`src/hdl/dtp_pkg.sv`:
```
// ----------------------------------------------------------------------------
// dtp_pkg
// Shared types, constants and calendar tables of the date text parser.
// ----------------------------------------------------------------------------
`default_nettype none

package dtp_pkg;

	localparam int        YEAR_DIGITS_DEF = 4;
	localparam int        CHAR_W          = 8;
	localparam int        DAY_W           = 7;
	localparam int        YEAR_W          = 14;
	localparam int        WEEK_W          = 3;

	localparam logic [7:0] SEP_RESET  = 8'h2E;
	localparam logic [7:0] CHAR_ZERO  = 8'h30;
	localparam logic [7:0] CHAR_NINE  = 8'h39;
	localparam logic [7:0] CHAR_PLUS  = 8'h2B;
	localparam logic [7:0] CHAR_MINUS = 8'h2D;
	localparam logic [6:0] FIELD_MAX  = 7'd99;

	// Final values of one date text, taken when the last character arrives.
	typedef struct packed {
		logic [DAY_W-1:0]  day;
		logic [DAY_W-1:0]  month;
		logic [YEAR_W-1:0] year;
		logic              ok;
	} dtp_snap_t;

	// The same values plus year / 100 and year % 100.
	typedef struct packed {
		dtp_snap_t  snap;
		logic [7:0] cent;
		logic [6:0] rem;
	} dtp_split_t;

	// Largest year that fits the given digit count, held to 14 bits.
	function automatic logic [YEAR_W-1:0] year_limit(input int digits);
		int lim;
		lim = 1;
		for (int i = 0; i < 5; i++) begin
			if (i < digits) begin
				lim = lim * 10;
			end
		end
		lim = lim - 1;
		if (lim > 16383) begin
			lim = 16383;
		end
		return YEAR_W'(lim);
	endfunction

	function automatic logic [4:0] month_days(input logic [3:0] month);
		logic [4:0] d;
		case (month)
			4'd1, 4'd3, 4'd5, 4'd7, 4'd8, 4'd10, 4'd12: d = 5'd31;
			4'd4, 4'd6, 4'd9, 4'd11:                    d = 5'd30;
			4'd2:                                       d = 5'd28;
			default:                                    d = 5'd0;
		endcase
		return d;
	endfunction

	// floor(2.6 m - 0.2) for the March-based month m of a civil month.
	function automatic logic [4:0] march_term(input logic [3:0] month);
		logic [4:0] t;
		case (month)
			4'd3:    t = 5'd2;
			4'd4:    t = 5'd5;
			4'd5:    t = 5'd7;
			4'd6:    t = 5'd10;
			4'd7:    t = 5'd12;
			4'd8:    t = 5'd15;
			4'd9:    t = 5'd18;
			4'd10:   t = 5'd20;
			4'd11:   t = 5'd23;
			4'd12:   t = 5'd25;
			4'd1:    t = 5'd28;
			4'd2:    t = 5'd31;
			default: t = 5'd0;
		endcase
		return t;
	endfunction

endpackage

`default_nettype wire

```
`src/hdl/date_text_parser_weekday.sv`:
```
// ----------------------------------------------------------------------------
// date_text_parser_weekday
// Parses a day<sep>month<sep>year text one character per request and puts
// out the date, a Gregorian validity flag and the weekday.
// ----------------------------------------------------------------------------
//
//   Channel  Handshake             Payload                          Width
//   -------  --------------------  -------------------------------  ------
//   input    in_valid / in_stall   text_char, last_char             8 + 1
//   output   out_valid / out_stall day_number, month_number,        7 + 7
//                                  year_number, week_day,           14 + 3
//                                  date_valid                       1
//   config   cfg_wr_en             cfg_wr_data (separator_char)     8
//
// One character request is taken per cycle while in_stall is low. Only the
// request that carries last_char produces a result; it passes the snapshot
// register, the century split register and the result register, in that
// order, before it shows on the output.
// The result register is backed by the two stages before it, so input keeps
// flowing while a result waits; in_stall rises only when all three hold a
// finished text and out_stall is high.
// Reset puts the parser back in the day field with the separator set to the
// dot; no clearing pass is needed.
// ----------------------------------------------------------------------------
`default_nettype none

module date_text_parser_weekday #(
	parameter int YEAR_DIGITS = dtp_pkg::YEAR_DIGITS_DEF
) (
	input  wire logic                          clk,
	input  wire logic                          arst_n,
	input  wire logic                          cfg_wr_en,
	input  wire logic [dtp_pkg::CHAR_W-1:0]    cfg_wr_data,
	input  wire logic                          in_valid,
	output logic                               in_stall,
	input  wire logic [dtp_pkg::CHAR_W-1:0]    text_char,
	input  wire logic                          last_char,
	output logic                               out_valid,
	input  wire logic                          out_stall,
	output logic [dtp_pkg::DAY_W-1:0]          day_number,
	output logic [dtp_pkg::DAY_W-1:0]          month_number,
	output logic [dtp_pkg::YEAR_W-1:0]         year_number,
	output logic [dtp_pkg::WEEK_W-1:0]         week_day,
	output logic                               date_valid
);

	// Each stage may load when it is empty or when the stage after it moves.
	logic                 s1_open;
	logic                 s1_valid;
	dtp_pkg::dtp_snap_t   s1_snap;
	logic                 s2_open;
	logic                 s2_valid;
	dtp_pkg::dtp_split_t  s2_data;
	logic                 out_open;

	assign in_stall = !s1_open;

	// Character parsing and the snapshot of a finished text.
	dtp_parser #(
		.YEAR_DIGITS(YEAR_DIGITS)
	) u_parser (
		.clk         (clk),
		.arst_n      (arst_n),
		.cfg_wr_en   (cfg_wr_en),
		.cfg_wr_data (cfg_wr_data),
		.in_valid    (in_valid),
		.text_char   (text_char),
		.last_char   (last_char),
		.s2_open     (s2_open),
		.s1_open     (s1_open),
		.s1_valid    (s1_valid),
		.s1_snap     (s1_snap)
	);

	// Century and year of century, needed for the leap test and the weekday.
	dtp_split u_split (
		.clk      (clk),
		.arst_n   (arst_n),
		.s1_valid (s1_valid),
		.s1_snap  (s1_snap),
		.out_open (out_open),
		.s2_open  (s2_open),
		.s2_valid (s2_valid),
		.s2_data  (s2_data)
	);

	// Calendar check, weekday and the result register.
	dtp_check u_check (
		.clk          (clk),
		.arst_n       (arst_n),
		.s2_valid     (s2_valid),
		.s2_data      (s2_data),
		.out_stall    (out_stall),
		.out_open     (out_open),
		.out_valid    (out_valid),
		.day_number   (day_number),
		.month_number (month_number),
		.year_number  (year_number),
		.week_day     (week_day),
		.date_valid   (date_valid)
	);

endmodule

`default_nettype wire

```
`src/hdl/dtp_parser.sv`:
```
// ----------------------------------------------------------------------------
// dtp_parser
// Character parser: day, month and year accumulators, separator checks and
// the snapshot register that hands a finished text to the date check.
// ----------------------------------------------------------------------------
`default_nettype none

module dtp_parser #(
	parameter int YEAR_DIGITS = dtp_pkg::YEAR_DIGITS_DEF
) (
	input  wire logic                          clk,
	input  wire logic                          arst_n,
	input  wire logic                          cfg_wr_en,
	input  wire logic [dtp_pkg::CHAR_W-1:0]    cfg_wr_data,
	input  wire logic                          in_valid,
	input  wire logic [dtp_pkg::CHAR_W-1:0]    text_char,
	input  wire logic                          last_char,
	input  wire logic                          s2_open,
	output logic                               s1_open,
	output logic                               s1_valid,
	output dtp_pkg::dtp_snap_t                 s1_snap
);

	localparam logic [1:0] PH_DAY   = 2'd0;
	localparam logic [1:0] PH_MONTH = 2'd1;
	localparam logic [1:0] PH_YEAR  = 2'd2;
	localparam logic [dtp_pkg::YEAR_W-1:0] YEAR_LIM = dtp_pkg::year_limit(YEAR_DIGITS);

	function automatic logic [6:0] add_field(input logic [6:0] v, input logic [3:0] d);
		logic [9:0] n;
		n = 10'(v) * 10'd10 + 10'(d);
		return (n > 10'(dtp_pkg::FIELD_MAX)) ? dtp_pkg::FIELD_MAX : n[6:0];
	endfunction

	logic [7:0]  sep_q;
	logic [1:0]  phase_q, phase_n;
	logic [6:0]  day_q, day_n;
	logic [6:0]  month_q, month_n;
	logic [13:0] year_q, year_n;
	logic        sep_ok_q, sep_ok_n;
	logic        over_q, over_n;
	logic        minus_q, minus_n;
	logic        began_q, began_n;
	logic        stopped_q, stopped_n;
	logic        s1_valid_q;
	dtp_pkg::dtp_snap_t snap_s1;

	logic        is_digit;
	logic [3:0]  digit;
	logic [17:0] year_next;
	logic        accept;

	assign is_digit  = (text_char >= dtp_pkg::CHAR_ZERO) && (text_char <= dtp_pkg::CHAR_NINE);
	assign digit     = is_digit ? 4'(text_char - dtp_pkg::CHAR_ZERO) : 4'd0;
	assign year_next = 18'(year_q) * 18'd10 + 18'(digit);

	always_comb begin
		phase_n   = phase_q;
		day_n     = day_q;
		month_n   = month_q;
		year_n    = year_q;
		sep_ok_n  = sep_ok_q;
		over_n    = over_q;
		minus_n   = minus_q;
		began_n   = began_q;
		stopped_n = stopped_q;
		case (phase_q)
			PH_DAY: begin
				if (is_digit) begin
					day_n = add_field(day_q, digit);
				end else begin
					sep_ok_n = sep_ok_q && (text_char == sep_q);
					phase_n  = PH_MONTH;
				end
			end
			PH_MONTH: begin
				if (is_digit) begin
					month_n = add_field(month_q, digit);
				end else begin
					sep_ok_n = sep_ok_q && (text_char == sep_q);
					phase_n  = PH_YEAR;
				end
			end
			PH_YEAR: begin
				if (!stopped_q) begin
					if (is_digit) begin
						began_n = 1'b1;
						if (year_next > 18'(YEAR_LIM)) begin
							over_n = 1'b1;
							year_n = YEAR_LIM;
						end else begin
							year_n = year_next[13:0];
						end
					end else if (!began_q && ((text_char == dtp_pkg::CHAR_PLUS) ||
					                          (text_char == dtp_pkg::CHAR_MINUS))) begin
						began_n = 1'b1;
						minus_n = (text_char == dtp_pkg::CHAR_MINUS);
					end else begin
						stopped_n = 1'b1;
					end
				end
			end
			default: begin
			end
		endcase
	end

	assign s1_open = !s1_valid_q || s2_open;
	assign accept  = in_valid && s1_open;

	always_ff @(posedge clk or negedge arst_n) begin
		if (!arst_n) begin
			sep_q <= dtp_pkg::SEP_RESET;
		end else if (cfg_wr_en) begin
			sep_q <= cfg_wr_data;
		end
	end

	always_ff @(posedge clk or negedge arst_n) begin
		if (!arst_n) begin
			phase_q   <= PH_DAY;
			day_q     <= '0;
			month_q   <= '0;
			year_q    <= '0;
			sep_ok_q  <= 1'b1;
			over_q    <= 1'b0;
			minus_q   <= 1'b0;
			began_q   <= 1'b0;
			stopped_q <= 1'b0;
		end else if (accept) begin
			if (last_char) begin
				phase_q   <= PH_DAY;
				day_q     <= '0;
				month_q   <= '0;
				year_q    <= '0;
				sep_ok_q  <= 1'b1;
				over_q    <= 1'b0;
				minus_q   <= 1'b0;
				began_q   <= 1'b0;
				stopped_q <= 1'b0;
			end else begin
				phase_q   <= phase_n;
				day_q     <= day_n;
				month_q   <= month_n;
				year_q    <= year_n;
				sep_ok_q  <= sep_ok_n;
				over_q    <= over_n;
				minus_q   <= minus_n;
				began_q   <= began_n;
				stopped_q <= stopped_n;
			end
		end
	end

	always_ff @(posedge clk or negedge arst_n) begin
		if (!arst_n) begin
			s1_valid_q <= 1'b0;
		end else if (s1_open) begin
			s1_valid_q <= accept && last_char;
		end
	end

	always_ff @(posedge clk) begin
		if (accept && last_char) begin
			snap_s1.day   <= day_n;
			snap_s1.month <= month_n;
			snap_s1.year  <= year_n;
			snap_s1.ok    <= sep_ok_n && (phase_n == PH_YEAR) && !over_n &&
			                 !(minus_n && (year_n != '0));
		end
	end

	assign s1_valid = s1_valid_q;
	assign s1_snap  = snap_s1;

	// A finished text always restarts the parse in the day field.
	a_restart: assert property (@(posedge clk) disable iff (!arst_n)
		accept && last_char |=> (phase_q == PH_DAY) && (day_q == '0) && sep_ok_q)
		else $error("parser did not restart after the last character");

	// The year accumulator never passes its limit.
	a_year_lim: assert property (@(posedge clk) disable iff (!arst_n)
		year_q <= YEAR_LIM)
		else $error("year accumulator above its limit");

	// A waiting snapshot is not dropped while the next stage is busy.
	a_snap_hold: assert property (@(posedge clk) disable iff (!arst_n)
		s1_valid_q && !s2_open |=> s1_valid_q && $stable(snap_s1))
		else $error("snapshot lost while the split stage was busy");

endmodule

`default_nettype wire

```
`src/hdl/dtp_split.sv`:
```
// ----------------------------------------------------------------------------
// dtp_split
// Splits the year into century and year of century with a reciprocal
// multiply by 1/100.
// ----------------------------------------------------------------------------
`default_nettype none

module dtp_split (
	input  wire logic                 clk,
	input  wire logic                 arst_n,
	input  wire logic                 s1_valid,
	input  wire dtp_pkg::dtp_snap_t   s1_snap,
	input  wire logic                 out_open,
	output logic                      s2_open,
	output logic                      s2_valid,
	output dtp_pkg::dtp_split_t       s2_data
);

	logic [26:0] recip;
	logic [7:0]  cent;
	logic [13:0] cent_x100;
	logic [6:0]  rem;
	logic        s2_valid_q;
	dtp_pkg::dtp_split_t data_s2;

	// 5243 / 2^19 is exact for year / 100 up to 43689.
	assign recip     = 27'(s1_snap.year) * 27'd5243;
	assign cent      = recip[26:19];
	assign cent_x100 = 14'(cent) * 14'd100;
	assign rem       = 7'(s1_snap.year - cent_x100);

	assign s2_open = !s2_valid_q || out_open;

	always_ff @(posedge clk or negedge arst_n) begin
		if (!arst_n) begin
			s2_valid_q <= 1'b0;
		end else if (s2_open) begin
			s2_valid_q <= s1_valid;
		end
	end

	always_ff @(posedge clk) begin
		if (s2_open && s1_valid) begin
			data_s2.snap <= s1_snap;
			data_s2.cent <= cent;
			data_s2.rem  <= rem;
		end
	end

	assign s2_valid = s2_valid_q;
	assign s2_data  = data_s2;

	a_rem_range: assert property (@(posedge clk) disable iff (!arst_n)
		s2_valid_q |-> (data_s2.rem < 7'd100))
		else $error("year remainder out of range");

	a_split_hold: assert property (@(posedge clk) disable iff (!arst_n)
		s2_valid_q && !out_open |=> s2_valid_q && $stable(data_s2))
		else $error("split stage changed while the output was busy");

	a_split_exact: assert property (@(posedge clk) disable iff (!arst_n)
		s2_valid_q |-> (14'(data_s2.cent) * 14'd100 + 14'(data_s2.rem) == data_s2.snap.year))
		else $error("century split does not rebuild the year");

endmodule

`default_nettype wire

```
`src/hdl/dtp_check.sv`:
```
// ----------------------------------------------------------------------------
// dtp_check
// Gregorian date check, weekday by Gauss's formula and the result register.
// ----------------------------------------------------------------------------
`default_nettype none

module dtp_check (
	input  wire logic                         clk,
	input  wire logic                         arst_n,
	input  wire logic                         s2_valid,
	input  wire dtp_pkg::dtp_split_t          s2_data,
	input  wire logic                         out_stall,
	output logic                              out_open,
	output logic                              out_valid,
	output logic [dtp_pkg::DAY_W-1:0]         day_number,
	output logic [dtp_pkg::DAY_W-1:0]         month_number,
	output logic [dtp_pkg::YEAR_W-1:0]        year_number,
	output logic [dtp_pkg::WEEK_W-1:0]        week_day,
	output logic                              date_valid
);

	logic [6:0]  day;
	logic [6:0]  mon;
	logic [3:0]  mon_idx;
	logic        mon_ok;
	logic        leap;
	logic [4:0]  dim;
	logic        valid;
	logic        jan_feb;
	logic [6:0]  yoc;
	logic [7:0]  cc;
	logic [10:0] sum;
	logic [21:0] recip7;
	logic [7:0]  q7;
	logic [2:0]  wk;

	logic        out_valid_q;
	logic [6:0]  day_q;
	logic [6:0]  month_q;
	logic [13:0] year_q;
	logic [2:0]  week_q;
	logic        date_ok_q;

	assign day     = s2_data.snap.day;
	assign mon     = s2_data.snap.month;
	assign mon_idx = mon[3:0];
	assign mon_ok  = mon inside {[7'd1:7'd12]};
	assign leap    = (s2_data.snap.year[1:0] == 2'b00) &&
	                 ((s2_data.rem != 7'd0) || (s2_data.cent[1:0] == 2'b00));
	assign dim     = (mon_idx == 4'd2 && leap) ? 5'd29 : dtp_pkg::month_days(mon_idx);
	assign valid   = s2_data.snap.ok && mon_ok && (day != 7'd0) && (day <= 7'(dim));

	// January and February count in the year before; 400 years are added.
	assign jan_feb = mon inside {7'd1, 7'd2};
	always_comb begin
		if (jan_feb && (s2_data.rem == 7'd0)) begin
			yoc = 7'd99;
			cc  = s2_data.cent + 8'd3;
		end else if (jan_feb) begin
			yoc = s2_data.rem - 7'd1;
			cc  = s2_data.cent + 8'd4;
		end else begin
			yoc = s2_data.rem;
			cc  = s2_data.cent + 8'd4;
		end
	end

	assign sum = 11'(day) + 11'(dtp_pkg::march_term(mon_idx)) + 11'(yoc) +
	             11'(yoc >> 2) + 11'(cc >> 2) + 11'(cc) * 11'd5;

	// 2341 / 2^14 gives sum / 7 exactly for sums below 5460.
	assign recip7 = 22'(sum) * 22'd2341;
	assign q7     = recip7[21:14];
	assign wk     = 3'(sum - 11'(q7) * 11'd7);

	assign out_open = !out_valid_q || !out_stall;

	always_ff @(posedge clk or negedge arst_n) begin
		if (!arst_n) begin
			out_valid_q <= 1'b0;
		end else if (out_open) begin
			out_valid_q <= s2_valid;
		end
	end

	always_ff @(posedge clk) begin
		if (out_open && s2_valid) begin
			day_q     <= day;
			month_q   <= mon;
			year_q    <= s2_data.snap.year;
			week_q    <= valid ? wk : 3'd0;
			date_ok_q <= valid;
		end
	end

	assign out_valid    = out_valid_q;
	assign day_number   = day_q;
	assign month_number = month_q;
	assign year_number  = year_q;
	assign week_day     = week_q;
	assign date_valid   = date_ok_q;

	a_week_invalid: assert property (@(posedge clk) disable iff (!arst_n)
		out_valid_q && !date_ok_q |-> (week_q == 3'd0))
		else $error("weekday set on an invalid date");

	a_valid_range: assert property (@(posedge clk) disable iff (!arst_n)
		out_valid_q && date_ok_q |-> (month_q >= 7'd1) && (month_q <= 7'd12) &&
		                             (day_q >= 7'd1) && (day_q <= 7'd31) && (week_q <= 3'd6))
		else $error("valid date with fields out of range");

	a_mod7: assert property (@(posedge clk) disable iff (!arst_n)
		s2_valid |-> (wk <= 3'd6))
		else $error("weekday remainder out of range");

endmodule

`default_nettype wire

```
`config.mk`:
```
export PLATFORM = sky130hd
export DESIGN_NAME = date_text_parser_weekday
export DESIGN_NICKNAME = d
export VERILOG_FILES = /design/src/hdl/dtp_pkg.sv /design/src/hdl/date_text_parser_weekday.sv /design/src/hdl/dtp_parser.sv /design/src/hdl/dtp_split.sv /design/src/hdl/dtp_check.sv
export SDC_FILE = /design/constraint.sdc
export NUM_CORES = 1
export LEC_CHECK = 0
export BUFFER_PORTS_ARGS = -buffer_cell sky130_fd_sc_hd__buf_2
export CORE_AREA = 5 5 162 164
export DETAILED_ROUTE_END_ITERATION = 16
export DIE_AREA = 0 0 167 169
export GPL_TIMING_DRIVEN = 0
export PLACE_DENSITY = 0.77
export RECOVER_POWER = 25
export SYNTH_ARGS = -nofsm -noshare
export SYNTH_HDL_FRONTEND = slang
export SYNTH_SLANG_ARGS = --single-unit
```
`constraint.sdc`:
```
create_clock -name clk -period 14.95 [get_ports clk]
set_clock_uncertainty 0.15 [all_clocks]
set_input_delay 0.7475 -clock clk [delete_from_list [all_inputs] [get_ports clk]]
set_output_delay 0.7475 -clock clk [all_outputs]
set_load 0.05 [all_outputs]
```
==> flow_metrics.tcl <==
set metrics [dict create \
    drc_errors 0 \
    io_pins 56 \
    grt_max_degree 47 \
    syn_inst 1353 \
    grt_overflow 0 \
    rsz0062_at_grt "no" \
    cts_hold_buffers 0 \
    synth_nets 1729 \
    layout_min_cycle_time_ps 12020 \
    routed_via_density 5.64 \
    synth_area_per_cell_sq_um 10.7 \
    drt_wl_total_um 29000 \
    antenna_cells 0 \
    synth-edff-count 103 \
    core_sq_um 24700 \
    clock-sinks 157 \
    htree_levels 4 \
    firstDrtPassIters 5 \
    worst-slew-pin-transition_ps 2500 \
    cpMostUsedCell "fa_1" \
    crit_slowest_cell "nor3_1" \
    synth.top_cell.area_share 0.213 \
    hp-class "reg2reg" \
    slowest_delay_ps 900 \
    ys_seq_area_frac 0.304 \
    antenna_found_initial 0 \
    drive_above_1_share 0.0847 \
    period_share 0.804 \
    die-area_sq_um 28200 \
    synth.cell_area_sq_um 14500 \
    setup_tns_ps 0 \
    maxCapViolations 2 \
    yosysTopAreaCell "edfxtp_1" \
    numCtsBuffers 17 \
    max_slew_margin -0.667 \
    crit_required_ps 14980 \
    area_delta_synth_final_pct 8.90 \
    ant_nets 0 \
    ys_seq_elements 157 \
    finalSetupViolations 0 \
    final_cell_mix "ha_1 (245), inv_1 (232), fa_1 (109), edfxtp_1 (103), nor2_1 (65)" \
    synth.area.top_cells "edfxtp_1 (21%), ha_1 (21%), fa_1 (15%), dfrtp_1 (7.1%), inv_1 (6.0%)" \
    cts_root_buffer "clkbuf_16" \
    cts-resized-gates 0 \
    cts.reportedPaths.clkPinSlew_ps 60 \
    clock_path_buffers 2 \
    status "complete, but fails checks" \
    initialDrtViolationCount 476 \
    num_vias 9976 \
    cts_tree "yes" \
    synth_warnings 0 \
    rows 58 \
    grtUsageTotal 0.214 \
    synth_cell_types 75 \
    violations "max-capacitance violations, max-slew violations" \
    cp.arrival_ps 12050 \
    num-nets-final 1803 \
    start_kind "flip-flop" \
    chipWidth_um 167 \
    worstSetupEndpointType "flip-flop" \
    synthFlopType "edfxtp_1" \
    grt_pass1_wl_um 49300 \
    grt_pass1_vias 10400 \
    async_flop_share 0.293 \
    post-cts-setup-buffers 0 \
    fmax_mhz 83.2 \
    crit_fanout 10 \
    io_buffers 54 \
    dp_hpwl_um 23700 \
    final_common_cell "ha_1" \
    wl_per_cell_um 16.4 \
    gp_congestion 0.916 \
    final-max-slew-violation-count 47 \
    clock_latency_ps 430 \
    crit_type "reg2reg" \
    finalHoldViolCount 0 \
    fp.dieH_um 169 \
    initial_core_util 0.586 \
]
==> layout make-up <==
class / count / area, sq um
Clock buffer: 19 / 433
Clock inverter: 13 / 155
Buffer: 18 / 87.6
Inverter: 233 / 875
Multi-Input combinational cell: 945 / 9130
Tap cell: 330 / 413
Sequential cell: 157 / 4410
Fill cell: 1975 / 8950
Timing Repair Buffer: 55 / 289
==> through the flow <==
stage | setup WS, ps | hold slack [ps] | utilization | area, sq um | cells
after floorplan | 4430 | 250 | - | 14500 | 1353
after global placement | 3300 | 251 | 0.614 | 15200 | 1737
after detailed placement | 3050 | 255 | 0.615 | 15200 | 1738
after CTS | 2980 | 266 | 0.639 | 15800 | 1770
after global routing | 2140 | 269 | 0.638 | 15800 | 1770
final | 2930 | 267 | 0.638 | 15800 | 1770
==> registers in the layout, indices dropped and copies added (netlist names), 2 cells and up, named ones only <==
signal                cells
u_parser.day_q            7
u_split.s2_data          42
u_check.week_day          3
u_parser.s1_snap         29
u_parser.month_q          7
u_check.day_number        7
u_check.month_number      7
u_parser.phase_q          2
u_check.year_number      14
u_parser.year_q          14
u_parser.sep_q            8
==> kinds of logic (layout without fill, tap and decap cells) <==
logic type	count (synthesis)	after routing	share of synthesized area
simple gates	241	241	0.0846
mux	23	23	0.0168
flops	157	157	0.304
fa+ha+maj	354	354	0.362
compound gates	230	230	0.108
buf+inv	251	338	0.0663
xor+xnor	97	97	0.0586
==> worst max-delay path: cells and delay by family (launching register included) <==
family | cells | cell delay, ps
compound gates | 10 | 1900
xor+xnor | 7 | 1380
fa+ha+maj | 12 | 4720
buf+inv | 3 | 170
flops | 1 | 380
mux | 1 | 300
simple gates | 9 | 2740
==> synthesized netlist by cell type (all sizes together) (7+ instances only) <==
library cell and number:
ha 245, inv 233, fa 109, edfxtp 103, nor2 67, xnor2 62, a21oi 52, nand2 49
o21ai 43, dfrtp 41, xor2 35, a22o 27, a21o 25, nor3 25, and3 16, a211oi 13
nand2b 13, nand3 13, clkbuf 12, mux2i 12, mux2 11, dfxtp 8, nand4 8, nor2b 8
o211ai 8, o21a 7, o31ai 7
==> final timing paths <==
kind / startpoint / to / slack (ps) / cells after the start
worst max-delay path: u_split.s2_data[34] / u_check.week_day[2] / 2930 / 42
worst min-delay path: u_split.s2_data[24] / u_check.year_number[8] / 270 / 0
worst max register to register: u_split.s2_data[34] / u_check.week_day[2] / 2930 / 42
worst min register to register: u_split.s2_data[24] / u_check.year_number[8] / 270 / 0
max in group asynchronous: arst_n / u_parser.year_q[7] / 12290 / 1
min in group asynchronous: arst_n / u_check.out_valid / 930 / 1
==> per-layer routing <==
layer | part of all wire | track usage
met2 | 0.50 | 0.378
met4 | 0.020 | 0.0548
met3 | 0.047 | 0.0334
met5 | 0 | 0
met1 | 0.43 | 0.278
Power is not shown: default switching activity piles up to over one toggle a cycle in this logic, so the estimate is an artifact.
